**src/sv/glb_pkg.sv**
```systemverilog
`default_nettype none
// ----------------------------------------------------------------------------
// glb_pkg
// Shared types and constants of the greedy line breaker.
// ----------------------------------------------------------------------------
package glb_pkg;

  localparam int unsigned MaxTextLen = 65536;
  localparam int unsigned CntW = 17;
  localparam int unsigned MetW = 20;
  localparam int unsigned HgtW = 22;
  localparam int unsigned WidW = 24;
  localparam int unsigned AdvW = 20;
  localparam int unsigned ByteW = 16;

  localparam logic [1:0] ClsOrdinary = 2'd0;
  localparam logic [1:0] ClsNewline  = 2'd1;
  localparam logic [1:0] ClsBreak    = 2'd2;
  localparam logic [1:0] ClsUnknown  = 2'd3;

  localparam logic RegWrapMode  = 1'b0;
  localparam logic RegWrapWidth = 1'b1;

  typedef struct packed {
    logic [AdvW-1:0]  advance;
    logic [ByteW-1:0] byte_pos;
    logic [1:0]       char_class;
    logic [MetW-1:0]  glyph_ascent;
    logic [MetW-1:0]  glyph_descent;
    logic [MetW-1:0]  glyph_line_gap;
    logic             final_glyph;
    logic [CntW-1:0]  text_bytes;
  } glyph_t;

  typedef struct packed {
    logic [CntW-1:0] line_first_glyph;
    logic [CntW-1:0] line_glyphs;
    logic [CntW-1:0] line_first_byte;
    logic [CntW-1:0] line_bytes;
    logic [WidW-1:0] line_width;
    logic [MetW-1:0] line_ascent;
    logic [MetW-1:0] line_descent;
    logic [HgtW-1:0] line_height;
    logic [WidW-1:0] text_width;
    logic [WidW-1:0] text_height;
    logic            last_line;
  } line_t;

  typedef struct packed {
    logic [MetW-1:0] asc;
    logic [MetW-1:0] desc;
    logic [HgtW-1:0] hgt;
  } metrics_t;

  // Glyph after the front stage: sums and class decoded.
  typedef struct packed {
    glyph_t          g;
    metrics_t        m;
    logic            is_nl;
    logic            is_brk;
  } front_t;

  typedef struct packed {
    logic wrap_mode;
    logic [WidW-1:0] wrap_width;
  } cfg_t;

  function automatic metrics_t mmax(metrics_t a, metrics_t b);
    metrics_t r;
    r.asc  = (a.asc > b.asc) ? a.asc : b.asc;
    r.desc = (a.desc > b.desc) ? a.desc : b.desc;
    r.hgt  = (a.hgt > b.hgt) ? a.hgt : b.hgt;
    return r;
  endfunction

  function automatic logic [WidW-1:0] sat24(logic [WidW:0] v);
    return v[WidW] ? {WidW{1'b1}} : v[WidW-1:0];
  endfunction

endpackage
`default_nettype wire

```
**src/sv/glb_if.sv**
```systemverilog
`default_nettype none
// ----------------------------------------------------------------------------
// glb_glyph_if / glb_line_if / glb_cfg_if
// Valid/ready channels of the line breaker.
// ----------------------------------------------------------------------------
interface glb_glyph_if;
  logic valid;
  logic ready;
  glb_pkg::glyph_t data;
  modport source (output valid, output data, input ready);
  modport sink (input valid, input data, output ready);
endinterface

interface glb_line_if;
  logic valid;
  logic ready;
  glb_pkg::line_t data;
  modport source (output valid, output data, input ready);
  modport sink (input valid, input data, output ready);
endinterface

interface glb_cfg_if;
  logic valid;
  logic ready;
  logic index;
  logic [31:0] wdata;
  modport source (output valid, output index, output wdata, input ready);
  modport sink (input valid, input index, input wdata, output ready);
endinterface
`default_nettype wire

```
**src/sv/greedy_line_breaker_top.sv**
```systemverilog
`default_nettype none
// ----------------------------------------------------------------------------
// greedy_line_breaker_top
// Greedy line breaking over a glyph stream, emitting line records.
// ----------------------------------------------------------------------------
// Each glyph is written into the front queue, then its record is registered
// by the back stage.
// Throughput: one glyph per cycle while the output takes records; a glyph that
// yields two records holds the back stage until the second record drains.
// Reset: asynchronous active-low; clears registers, line state and queues.
module greedy_line_breaker_top #(
  parameter int unsigned MAX_TEXT_LEN = glb_pkg::MaxTextLen
) (
  input  wire          clk_i,
  input  wire          rst_ni,
  glb_cfg_if.sink      cfg,
  glb_glyph_if.sink    glyph_in,
  glb_line_if.source   line_out
);

  glb_pkg::cfg_t cfg_q;
  logic qv, qr;
  glb_pkg::front_t qd;

  assign cfg.ready = 1'b1;

  always_ff @(posedge clk_i or negedge rst_ni) begin
    if (!rst_ni) begin
      cfg_q <= '0;
    end else if (cfg.valid) begin
      case (cfg.index)
        glb_pkg::RegWrapMode:  cfg_q.wrap_mode <= cfg.wdata[0];
        glb_pkg::RegWrapWidth: cfg_q.wrap_width <= cfg.wdata[glb_pkg::WidW-1:0];
        default: ;
      endcase
    end
  end

  glb_front u_front (
    .clk_i, .rst_ni,
    .in_valid_i(glyph_in.valid), .in_ready_o(glyph_in.ready),
    .in_data_i(glyph_in.data),
    .q_valid_o(qv), .q_ready_i(qr), .q_data_o(qd)
  );

  glb_back #(.MAX_TEXT_LEN(MAX_TEXT_LEN)) u_back (
    .clk_i, .rst_ni, .cfg_i(cfg_q),
    .q_valid_i(qv), .q_ready_o(qr), .q_data_i(qd),
    .out_valid_o(line_out.valid), .out_ready_i(line_out.ready),
    .out_data_o(line_out.data)
  );

  a_last_totals: assert property (@(posedge clk_i) disable iff (!rst_ni)
    line_out.valid && !line_out.data.last_line |->
      line_out.data.text_width == '0 && line_out.data.text_height == '0)
    else $error("totals on a non-final line");

  a_hold: assert property (@(posedge clk_i) disable iff (!rst_ni)
    line_out.valid && !line_out.ready |=> line_out.valid)
    else $error("line record dropped");

  a_no_take_when_pending: assert property (@(posedge clk_i) disable iff (!rst_ni)
    qr |-> !(line_out.valid && !line_out.ready))
    else $error("back stage took a glyph while output stalled");

endmodule
`default_nettype wire

```
**src/sv/glb_front.sv**
```systemverilog
`default_nettype none
// ----------------------------------------------------------------------------
// glb_front
// Accepts glyphs, classifies them and forms the metric sums; two-entry queue.
// ----------------------------------------------------------------------------
module glb_front (
  input  wire                    clk_i,
  input  wire                    rst_ni,
  input  wire                    in_valid_i,
  output logic                   in_ready_o,
  input  glb_pkg::glyph_t        in_data_i,
  output logic                   q_valid_o,
  input  wire                    q_ready_i,
  output glb_pkg::front_t        q_data_o
);

  glb_pkg::front_t ent_q [2];
  logic [1:0] cnt_q;
  logic       rd_q, wr_q;
  glb_pkg::front_t cls;
  logic push, pop;

  always_comb begin
    cls.g      = in_data_i;
    cls.m.asc  = in_data_i.glyph_ascent;
    cls.m.desc = in_data_i.glyph_descent;
    cls.m.hgt  = glb_pkg::HgtW'(in_data_i.glyph_ascent) +
                 glb_pkg::HgtW'(in_data_i.glyph_descent) +
                 glb_pkg::HgtW'(in_data_i.glyph_line_gap);
    cls.is_nl  = (in_data_i.char_class == glb_pkg::ClsNewline);
    cls.is_brk = (in_data_i.char_class == glb_pkg::ClsBreak);
  end

  assign in_ready_o = (cnt_q != 2'd2);
  assign q_valid_o  = (cnt_q != 2'd0);
  assign q_data_o   = ent_q[rd_q];
  assign push = in_valid_i && in_ready_o;
  assign pop  = q_valid_o && q_ready_i;

  always_ff @(posedge clk_i) begin
    if (push) begin
      ent_q[wr_q] <= cls;
    end
  end

  always_ff @(posedge clk_i or negedge rst_ni) begin
    if (!rst_ni) begin
      cnt_q <= 2'd0;
      rd_q  <= 1'b0;
      wr_q  <= 1'b0;
    end else begin
      if (push) wr_q <= ~wr_q;
      if (pop)  rd_q <= ~rd_q;
      cnt_q <= cnt_q + {1'b0, push} - {1'b0, pop};
    end
  end

endmodule
`default_nettype wire

```
**src/sv/glb_back.sv**
```systemverilog
`default_nettype none
// ----------------------------------------------------------------------------
// glb_back
// Greedy break state; emits up to two line records per glyph.
// ----------------------------------------------------------------------------
module glb_back #(
  parameter int unsigned MAX_TEXT_LEN = glb_pkg::MaxTextLen
) (
  input  wire                    clk_i,
  input  wire                    rst_ni,
  input  glb_pkg::cfg_t          cfg_i,
  input  wire                    q_valid_i,
  output logic                   q_ready_o,
  input  glb_pkg::front_t        q_data_i,
  output logic                   out_valid_o,
  input  wire                    out_ready_i,
  output glb_pkg::line_t         out_data_o
);
  localparam int unsigned CW = glb_pkg::CntW;
  localparam int unsigned WW = glb_pkg::WidW;
  localparam logic [CW-1:0] Lim = (MAX_TEXT_LEN < 131071) ?
                                  CW'(MAX_TEXT_LEN) : {CW{1'b1}};

  logic [CW-1:0] gi_q, gi_d, lsg_q, lsg_d, lsb_q, lsb_d, bg_q, bg_d, bb_q, bb_d;
  logic [WW-1:0] rw_q, rw_d, bw_q, bw_d, wl_q, wl_d, hs_q, hs_d;
  logic          ne_q, ne_d;
  glb_pkg::metrics_t lm_q, lm_d, bm_q, bm_d, am_q, am_d;

  // Output slots: slot 0 shown first, slot 1 pending behind it.
  glb_pkg::line_t o0_q, o1_q;
  logic v0_q, v1_q;

  glb_pkg::line_t r0, r1;
  logic n0, n1;

  glb_pkg::front_t f;
  logic [CW-1:0] i, ni, bp, bp1;
  logic [WW:0] sum;
  logic wrapon, take;
  glb_pkg::metrics_t g, prev, zm, lmx;

  function automatic glb_pkg::line_t mk(logic [CW-1:0] fg, logic [CW-1:0] ng,
      logic [CW-1:0] fb, logic [CW-1:0] nb, logic [WW-1:0] w, glb_pkg::metrics_t m);
    glb_pkg::line_t r;
    r.line_first_glyph = fg;
    r.line_glyphs = ng;
    r.line_first_byte = fb;
    r.line_bytes = nb;
    r.line_width = w;
    r.line_ascent = m.asc;
    r.line_descent = m.desc;
    r.line_height = m.hgt;
    r.text_width = '0;
    r.text_height = '0;
    r.last_line = 1'b0;
    return r;
  endfunction

  // A new glyph may enter when no record is pending behind the shown one and the shown slot is empty or being taken.
  assign q_ready_o = !v1_q && (!v0_q || out_ready_i);
  assign take = q_valid_i && q_ready_o;
  assign out_valid_o = v0_q;
  assign out_data_o = o0_q;

  always_comb begin
    f = q_data_i;
    zm = '0;
    g = f.m;
    i = gi_q;
    ni = (i < Lim) ? i + 1'b1 : i;
    bp = {1'b0, f.g.byte_pos};
    bp1 = bp + 1'b1;
    wrapon = cfg_i.wrap_mode && (cfg_i.wrap_width != '0);
    sum = {1'b0, rw_q} + (WW+1)'(f.g.advance);
    gi_d = gi_q; lsg_d = lsg_q; lsb_d = lsb_q; bg_d = bg_q; bb_d = bb_q;
    rw_d = rw_q; bw_d = bw_q; wl_d = wl_q; hs_d = hs_q; ne_d = ne_q;
    lm_d = lm_q; bm_d = bm_q; am_d = am_q;
    r0 = '0; r1 = '0; n0 = 1'b0; n1 = 1'b0;
    prev = lm_q;
    lmx = glb_pkg::mmax(lm_q, g);
    lm_d = lmx;
    if (f.is_nl) begin
      n0 = 1'b1;
      r0 = mk(lsg_q, i - lsg_q, lsb_q, bp - lsb_q, rw_q, lmx);
      lsg_d = ni; lsb_d = bp1; rw_d = '0; bg_d = ni; bb_d = bp1; bw_d = '0;
      lm_d = zm; bm_d = zm; am_d = zm; ne_d = 1'b0;
    end else begin
      if (f.is_brk) begin
        bg_d = ni; bb_d = bp1; bw_d = glb_pkg::sat24(sum); bm_d = lmx; am_d = zm;
      end else begin
        am_d = glb_pkg::mmax(am_q, g);
      end
      if (wrapon && sum > {1'b0, cfg_i.wrap_width} && ne_q) begin
        n0 = 1'b1;
        if (bg_d > lsg_q) begin
          r0 = mk(lsg_q, bg_d - lsg_q, lsb_q, bb_d - lsb_q, bw_d, bm_d);
          lsg_d = bg_d; lsb_d = bb_d;
          rw_d = glb_pkg::sat24((sum >= {1'b0, bw_d}) ? sum - {1'b0, bw_d} : '0);
          lm_d = am_d;
          ne_d = (bg_d != ni);
        end else begin
          r0 = mk(lsg_q, i - lsg_q, lsb_q, bp - lsb_q, rw_q, prev);
          lsg_d = i; lsb_d = bp; rw_d = WW'(f.g.advance);
          lm_d = g; am_d = g; ne_d = 1'b1;
        end
        bg_d = lsg_d; bb_d = lsb_d; bw_d = '0; bm_d = zm;
      end else begin
        rw_d = glb_pkg::sat24(sum); ne_d = 1'b1;
      end
    end
    gi_d = ni;
    if (n0) begin
      wl_d = (r0.line_width > wl_d) ? r0.line_width : wl_d;
      hs_d = glb_pkg::sat24({1'b0, hs_d} + (WW+1)'(r0.line_height));
    end
    if (f.g.final_glyph) begin
      if (f.is_nl) begin
        n1 = 1'b1;
        r1 = mk(ni, '0, f.g.text_bytes, '0, '0, g);
      end else if (lsg_d != ni || !n0) begin
        n1 = 1'b1;
        r1 = mk(lsg_d, ni - lsg_d, lsb_d, f.g.text_bytes - lsb_d, rw_d, lm_d);
      end
      if (n1) begin
        wl_d = (r1.line_width > wl_d) ? r1.line_width : wl_d;
        hs_d = glb_pkg::sat24({1'b0, hs_d} + (WW+1)'(r1.line_height));
        r1.text_width = wrapon ? cfg_i.wrap_width : wl_d;
        r1.text_height = hs_d;
        r1.last_line = 1'b1;
      end else begin
        r0.text_width = wrapon ? cfg_i.wrap_width : wl_d;
        r0.text_height = hs_d;
        r0.last_line = 1'b1;
      end
      gi_d = '0; lsg_d = '0; lsb_d = '0; rw_d = '0; bg_d = '0; bb_d = '0;
      bw_d = '0; ne_d = 1'b0; lm_d = zm; bm_d = zm; am_d = zm; wl_d = '0; hs_d = '0;
    end
  end

  always_ff @(posedge clk_i or negedge rst_ni) begin
    if (!rst_ni) begin
      gi_q <= '0; lsg_q <= '0; lsb_q <= '0; bg_q <= '0; bb_q <= '0;
      rw_q <= '0; bw_q <= '0; wl_q <= '0; hs_q <= '0; ne_q <= 1'b0;
      lm_q <= '0; bm_q <= '0; am_q <= '0;
      v0_q <= 1'b0; v1_q <= 1'b0;
    end else begin
      if (take) begin
        gi_q <= gi_d; lsg_q <= lsg_d; lsb_q <= lsb_d; bg_q <= bg_d; bb_q <= bb_d;
        rw_q <= rw_d; bw_q <= bw_d; wl_q <= wl_d; hs_q <= hs_d; ne_q <= ne_d;
        lm_q <= lm_d; bm_q <= bm_d; am_q <= am_d;
        v0_q <= n0 || n1;
        v1_q <= n0 && n1;
      end else if (v0_q && out_ready_i) begin
        v0_q <= v1_q;
        v1_q <= 1'b0;
      end
    end
  end

  always_ff @(posedge clk_i) begin
    if (take) begin
      o0_q <= n0 ? r0 : r1;
      o1_q <= r1;
    end else if (v0_q && out_ready_i) begin
      o0_q <= o1_q;
    end
  end

endmodule
`default_nettype wire
```
**src/flat_wrapper.sv**
```systemverilog
// flat-port wrapper written by rule: the top's interface ports become plain ports
module greedy_line_breaker_top_flat 
#(
  parameter int unsigned MAX_TEXT_LEN = glb_pkg::MaxTextLen
)
  (clk_i, rst_ni, cfg_valid, cfg_index, cfg_wdata, cfg_ready, glyph_in_valid, glyph_in_data, glyph_in_ready, line_out_valid, line_out_data, line_out_ready);
  glb_cfg_if cfg_i ();
  glb_glyph_if glyph_in_i ();
  glb_line_if line_out_i ();
  input  wire clk_i;
  input  wire rst_ni;
  input wire logic [$bits(cfg_i.valid)-1:0] cfg_valid;
  input wire logic [$bits(cfg_i.index)-1:0] cfg_index;
  input wire logic [$bits(cfg_i.wdata)-1:0] cfg_wdata;
  output wire logic [$bits(cfg_i.ready)-1:0] cfg_ready;
  input wire logic [$bits(glyph_in_i.valid)-1:0] glyph_in_valid;
  input wire logic [$bits(glyph_in_i.data)-1:0] glyph_in_data;
  output wire logic [$bits(glyph_in_i.ready)-1:0] glyph_in_ready;
  output wire logic [$bits(line_out_i.valid)-1:0] line_out_valid;
  output wire logic [$bits(line_out_i.data)-1:0] line_out_data;
  input wire logic [$bits(line_out_i.ready)-1:0] line_out_ready;
  assign cfg_i.valid = cfg_valid;
  assign cfg_i.index = cfg_index;
  assign cfg_i.wdata = cfg_wdata;
  assign cfg_ready = cfg_i.ready;
  assign glyph_in_i.valid = glyph_in_valid;
  assign glyph_in_i.data = glyph_in_data;
  assign glyph_in_ready = glyph_in_i.ready;
  assign line_out_valid = line_out_i.valid;
  assign line_out_data = line_out_i.data;
  assign line_out_i.ready = line_out_ready;
  greedy_line_breaker_top #(.MAX_TEXT_LEN(MAX_TEXT_LEN)) u_core (.clk_i(clk_i), .rst_ni(rst_ni), .cfg(cfg_i), .glyph_in(glyph_in_i), .line_out(line_out_i));
endmodule
```
**config.mk**
```make
export PLATFORM = sky130hd
export DESIGN_NAME = greedy_line_breaker_top_flat
export DESIGN_NICKNAME = d
export VERILOG_FILES = /design/src/sv/glb_pkg.sv /design/src/sv/glb_if.sv /design/src/sv/greedy_line_breaker_top.sv /design/src/sv/glb_front.sv /design/src/sv/glb_back.sv /design/src/flat_wrapper.sv
export SDC_FILE = /design/constraint.sdc
export NUM_CORES = 2
export LEC_CHECK = 0
export ABC_AREA = 0
export BUFFER_PORTS_ARGS = -buffer_cell sky130_fd_sc_hd__buf_4
export CAP_MARGIN = 5
export CORE_MARGIN = 10
export CORE_UTILIZATION = 66
export DETAILED_ROUTE_END_ITERATION = 12
export PLACE_DENSITY = 0.84
export SETUP_SLACK_MARGIN = 0.15
export SYNTH_ARGS = -nofsm -noshare
export SYNTH_HDL_FRONTEND = slang
export SYNTH_SLANG_ARGS = --single-unit
```
**constraint.sdc**
```tcl
create_clock -name clk_i -period 27.6 [get_ports clk_i]
set_clock_uncertainty 0.05 [all_clocks]
set_input_delay 4.14 -clock clk_i [delete_from_list [all_inputs] [get_ports clk_i]]
set_output_delay 4.14 -clock clk_i [all_outputs]
set_load 0.02 [all_outputs]
```
==> summary.md <==
| Metric | Value |
|---|---|
| Status | completed |
| Final setup margin | between 10000 and 15000 ps |
| Yosys warning total | 0 |
| Most frequent cells in the layout | nand2_1, edfxtp_1, o21ai_0 |
| Pins over their slew limit | 0 |
| CP Data Arrival Time | 16010 ps |
| Sequential-to-total area share from yosys stat | between 40% and 50% |
| Nets | about 7300 |
| Post-synth cell types | between 90 and 100 |
| RSZ-0062 raised after global routing | no |
| #FFs+latches synth | between 1000 and 1500 |
| Synth Instances | about 6600 |
| Die Footprint | around 0.11 sq mm |
| Vias per inst | 6.953 |
| CTS Root Cell | clkbuf_16 |
| WP buf/inv | 4 |
| Hold Startpoint | u_core.u_back.bw_q[19]$_DFFE_PN0P_ |
| Syn nets | approximately 7100 |
| FF-to-FF path depth | 43 |
| Final ANT Viol Nets | 0 |
| Vias in the first global route | between 50000 and 60000 |
| Syn avg cell area | just under 10 sq um |
| # resized after CTS | 0 |
| EDFF count, synth | 642 |
| Clk Latency, worst-skew pair | 740 ps |
| Ys async rst share | 38.33% |
| Pre-CTS WS | 12640 ps |
| Postcts setup bufs | 0 |
| Vias | approximately 56000 |
| CP Capture Type | register |
| Final Wtd Congestion | between 0.9 and 1 |
| Wirelength per Cell | around 27 um |
| Commonest non-fill, non-tap cell in the layout | nand2_1 |
| Core area | approximately 0.096 sq mm |
| DRC | 0 |
| Req. time, crit path | between 20000 and 30000 ps |
| Synth-to-layout area growth | 12.17% |
| Hold Path Class | reg2reg |
| Delay-heaviest family, CP | compound AO/OA/AOI/OAI gates |
| Max Freq | between 60 and 70 MHz |
| Final WL | about 220000 um |
| Antenna violations before repair | 8 |
| Critical Path Start | u_core.u_front.rd_q$_DFFE_PN0P_ |
| CTS Buf Count | about 110 |
| Post-DP HPWL | about 150000 um |
| Hold buffers post-CTS | 0 |
| Worst slew margin | 16.86% |
| Layout cells sized above 1 | 12.11% |
| GRT Util Overall | a little under two fifths |
| Reg2reg setup slack | 12010 ps |
| First-pass GRT wire length | ~320000 um |
| Clock sink total | between 1000 and 1500 |
| Worst reg2reg endpoint | u_core.u_back.out_data_o[1]$_DFFE_PP_ |
| Critical path's slowest cell | nor4_1 |
| Final hold vios | 0 |
| # IOs | 360 |
| Ys flop type | edfxtp_1 |
| Period utilization | between 50 and 60% |
| TritonRoute pass-1 iters | 8 |
| Hold path cells | 2 |
| Final setup viols | 0 |
| Max Root-Sink Buffers | 3 |
| Largest fanout on the critical path | 44 |
| CP max stage delay | approximately 1100 ps |
| Hold endpoint | u_core.u_back.bw_q[19]$_DFFE_PN0P_ |
| Initial Utilization | 66.28% |
| Die Height | approximately 330 um |
| 1st-iter DRT viols | 8699 |
| Dpl cells | just under 8000 |
| CTS clk-pin slew, worst paths | approximately 70 ps |
| Final worst path period need | roughly 16000 ps |
| Slew @ Worst Pin | 1212 ps |
| Chip width | roughly 330 um |
| Sum Neg Setup Slack | 0 ps |
| # H-tree levels | 3 |
| Max-cap violation count | 0 |
| CP startpoint kind | register |
| Port bufs | 350 |
| Pin count of the biggest net entering global routing | roughly 150 |
| Global route overflow | 0 |
| RR Startpoint | u_core.u_front.rd_q$_DFFE_PN0P_ |
| Minimum hold slack | 426.8 ps |
| Crit Path Category | reg2reg |
| FP Rows | approximately 110 |
| Synth Cell Area | approximately 0.064 sq mm |
| Clock tree from TritonCTS | yes |
| Final Non-Filler Cells | about 8000 |
logic make-up after synthesis:
family,Yosys count,synth area share (%)
xor gates and xnor gates,233,3.193
AOI/OAI and AO/OA,2227,22.48
other,1,0.005867
muxes,249,4.093
buffers and inverters,638,3.906
adders and majority gates,437,8.696
DFF,1041,45.79
and+or+nand+nor,1726,11.84
worst max-delay path by stage:
stage / depth (start not counted) / slack (ps) / to
2_1_floorplan: 2 / 11800 / u_core.u_back.out_data_o[0]$_DFFE_PP_
3_3_place_gp: 43 / 12890 / u_core.u_back.out_data_o[5]$_DFFE_PP_
3_5_place_dp: 43 / 12640 / u_core.u_back.out_data_o[5]$_DFFE_PP_
4_1_cts: 43 / 12580 / u_core.u_back.out_data_o[5]$_DFFE_PP_
5_1_grt: 43 / 11680 / u_core.u_back.out_data_o[5]$_DFFE_PP_
6_report: 43 / 12010 / u_core.u_back.out_data_o[1]$_DFFE_PP_
metrics by stage:
step	util [%]	area [sq um]
3_5_place_dp	70.33	67810
2_1_floorplan	-	63910
4_1_cts	74.34	71680
3_3_place_gp	70.33	67810
6_report	74.35	71690
5_1_grt	74.35	71690
registers in the layout, summed over array words and instances (netlist names), 2 cells and up:
signal / count
u_core.u_back.bm_q: 62
u_core.u_back.hs_q: 24
u_core.u_front.cnt_q: 2
u_core.u_back.rw_q: 24
u_core.u_back.lsb_q: 17
u_core.u_front.ent_q: 236
u_core.u_back.o1_q: 203
u_core.cfg_q: 25
u_core.u_back.bg_q: 17
u_core.u_back.bw_q: 24
u_core.u_back.out_data_o: 203
u_core.u_back.lm_q: 62
u_core.u_back.bb_q: 17
u_core.u_back.lsg_q: 17
u_core.u_back.wl_q: 24
u_core.u_back.am_q: 62
u_core.u_back.gi_q: 17
synth_stat cells, drive strengths merged (92+ instances only):
master | number | area share, %
nand2 | 699 | 4.1
ha | 425 | 8.3
o221ai | 92 | 1.3
o22ai | 188 | 1.8
edfxtp | 642 | 30
nor2 | 547 | 3.2
buf | 106 | 0.78
dfrtp | 399 | 16
o21ai | 613 | 4.8
a21oi | 503 | 4.0
clkbuf | 281 | 1.7
mux2i | 153 | 2.4
xnor2 | 155 | 2.1
mux2 | 96 | 1.7
a21o | 111 | 1.3
inv | 251 | 1.5
per-layer routing:
layer  global-route usage [%]  vias up  part of all wire [%]
li1                         -    24870                     -
met1                    50.08    26980                    37
met2                    58.92     3956                    45
met3                    11.17      640                    13
met4                    17.59       10                   4.7
met5                        0        -                 0.030
final cells by class:
| cell class | count | area (sq um) |
|---|---|---|
| Antenna cell | 3 | 7.507 |
| Clock buffer | 131 | 2829 |
| Clock inverter | 75 | 1045 |
| Fill cell | 6809 | 24730 |
| Inverter | 251 | 949.7 |
| Multi-Input combinational cell | 4873 | 32420 |
| Sequential cell | 1041 | 29270 |
| Tap cell | 1276 | 1597 |
| Timing Repair Buffer | 469 | 3578 |
worst register-to-register path, delay by kind of cell, from the launching register on:
kind | cells | cell delay [ps]
XOR/XNOR | 1 | 160
AND/OR/NAND/NOR | 11 | 3240
flip-flops | 1 | 710
AO/OA/AOI/OAI | 20 | 6020
multiplexers | 1 | 500
adder cells (fa/ha/maj) | 6 | 2260
buffers and inverters | 4 | 2420
Power is not shown: default switching activity piles up to over one toggle a cycle in this logic, so the estimate is an artifact.
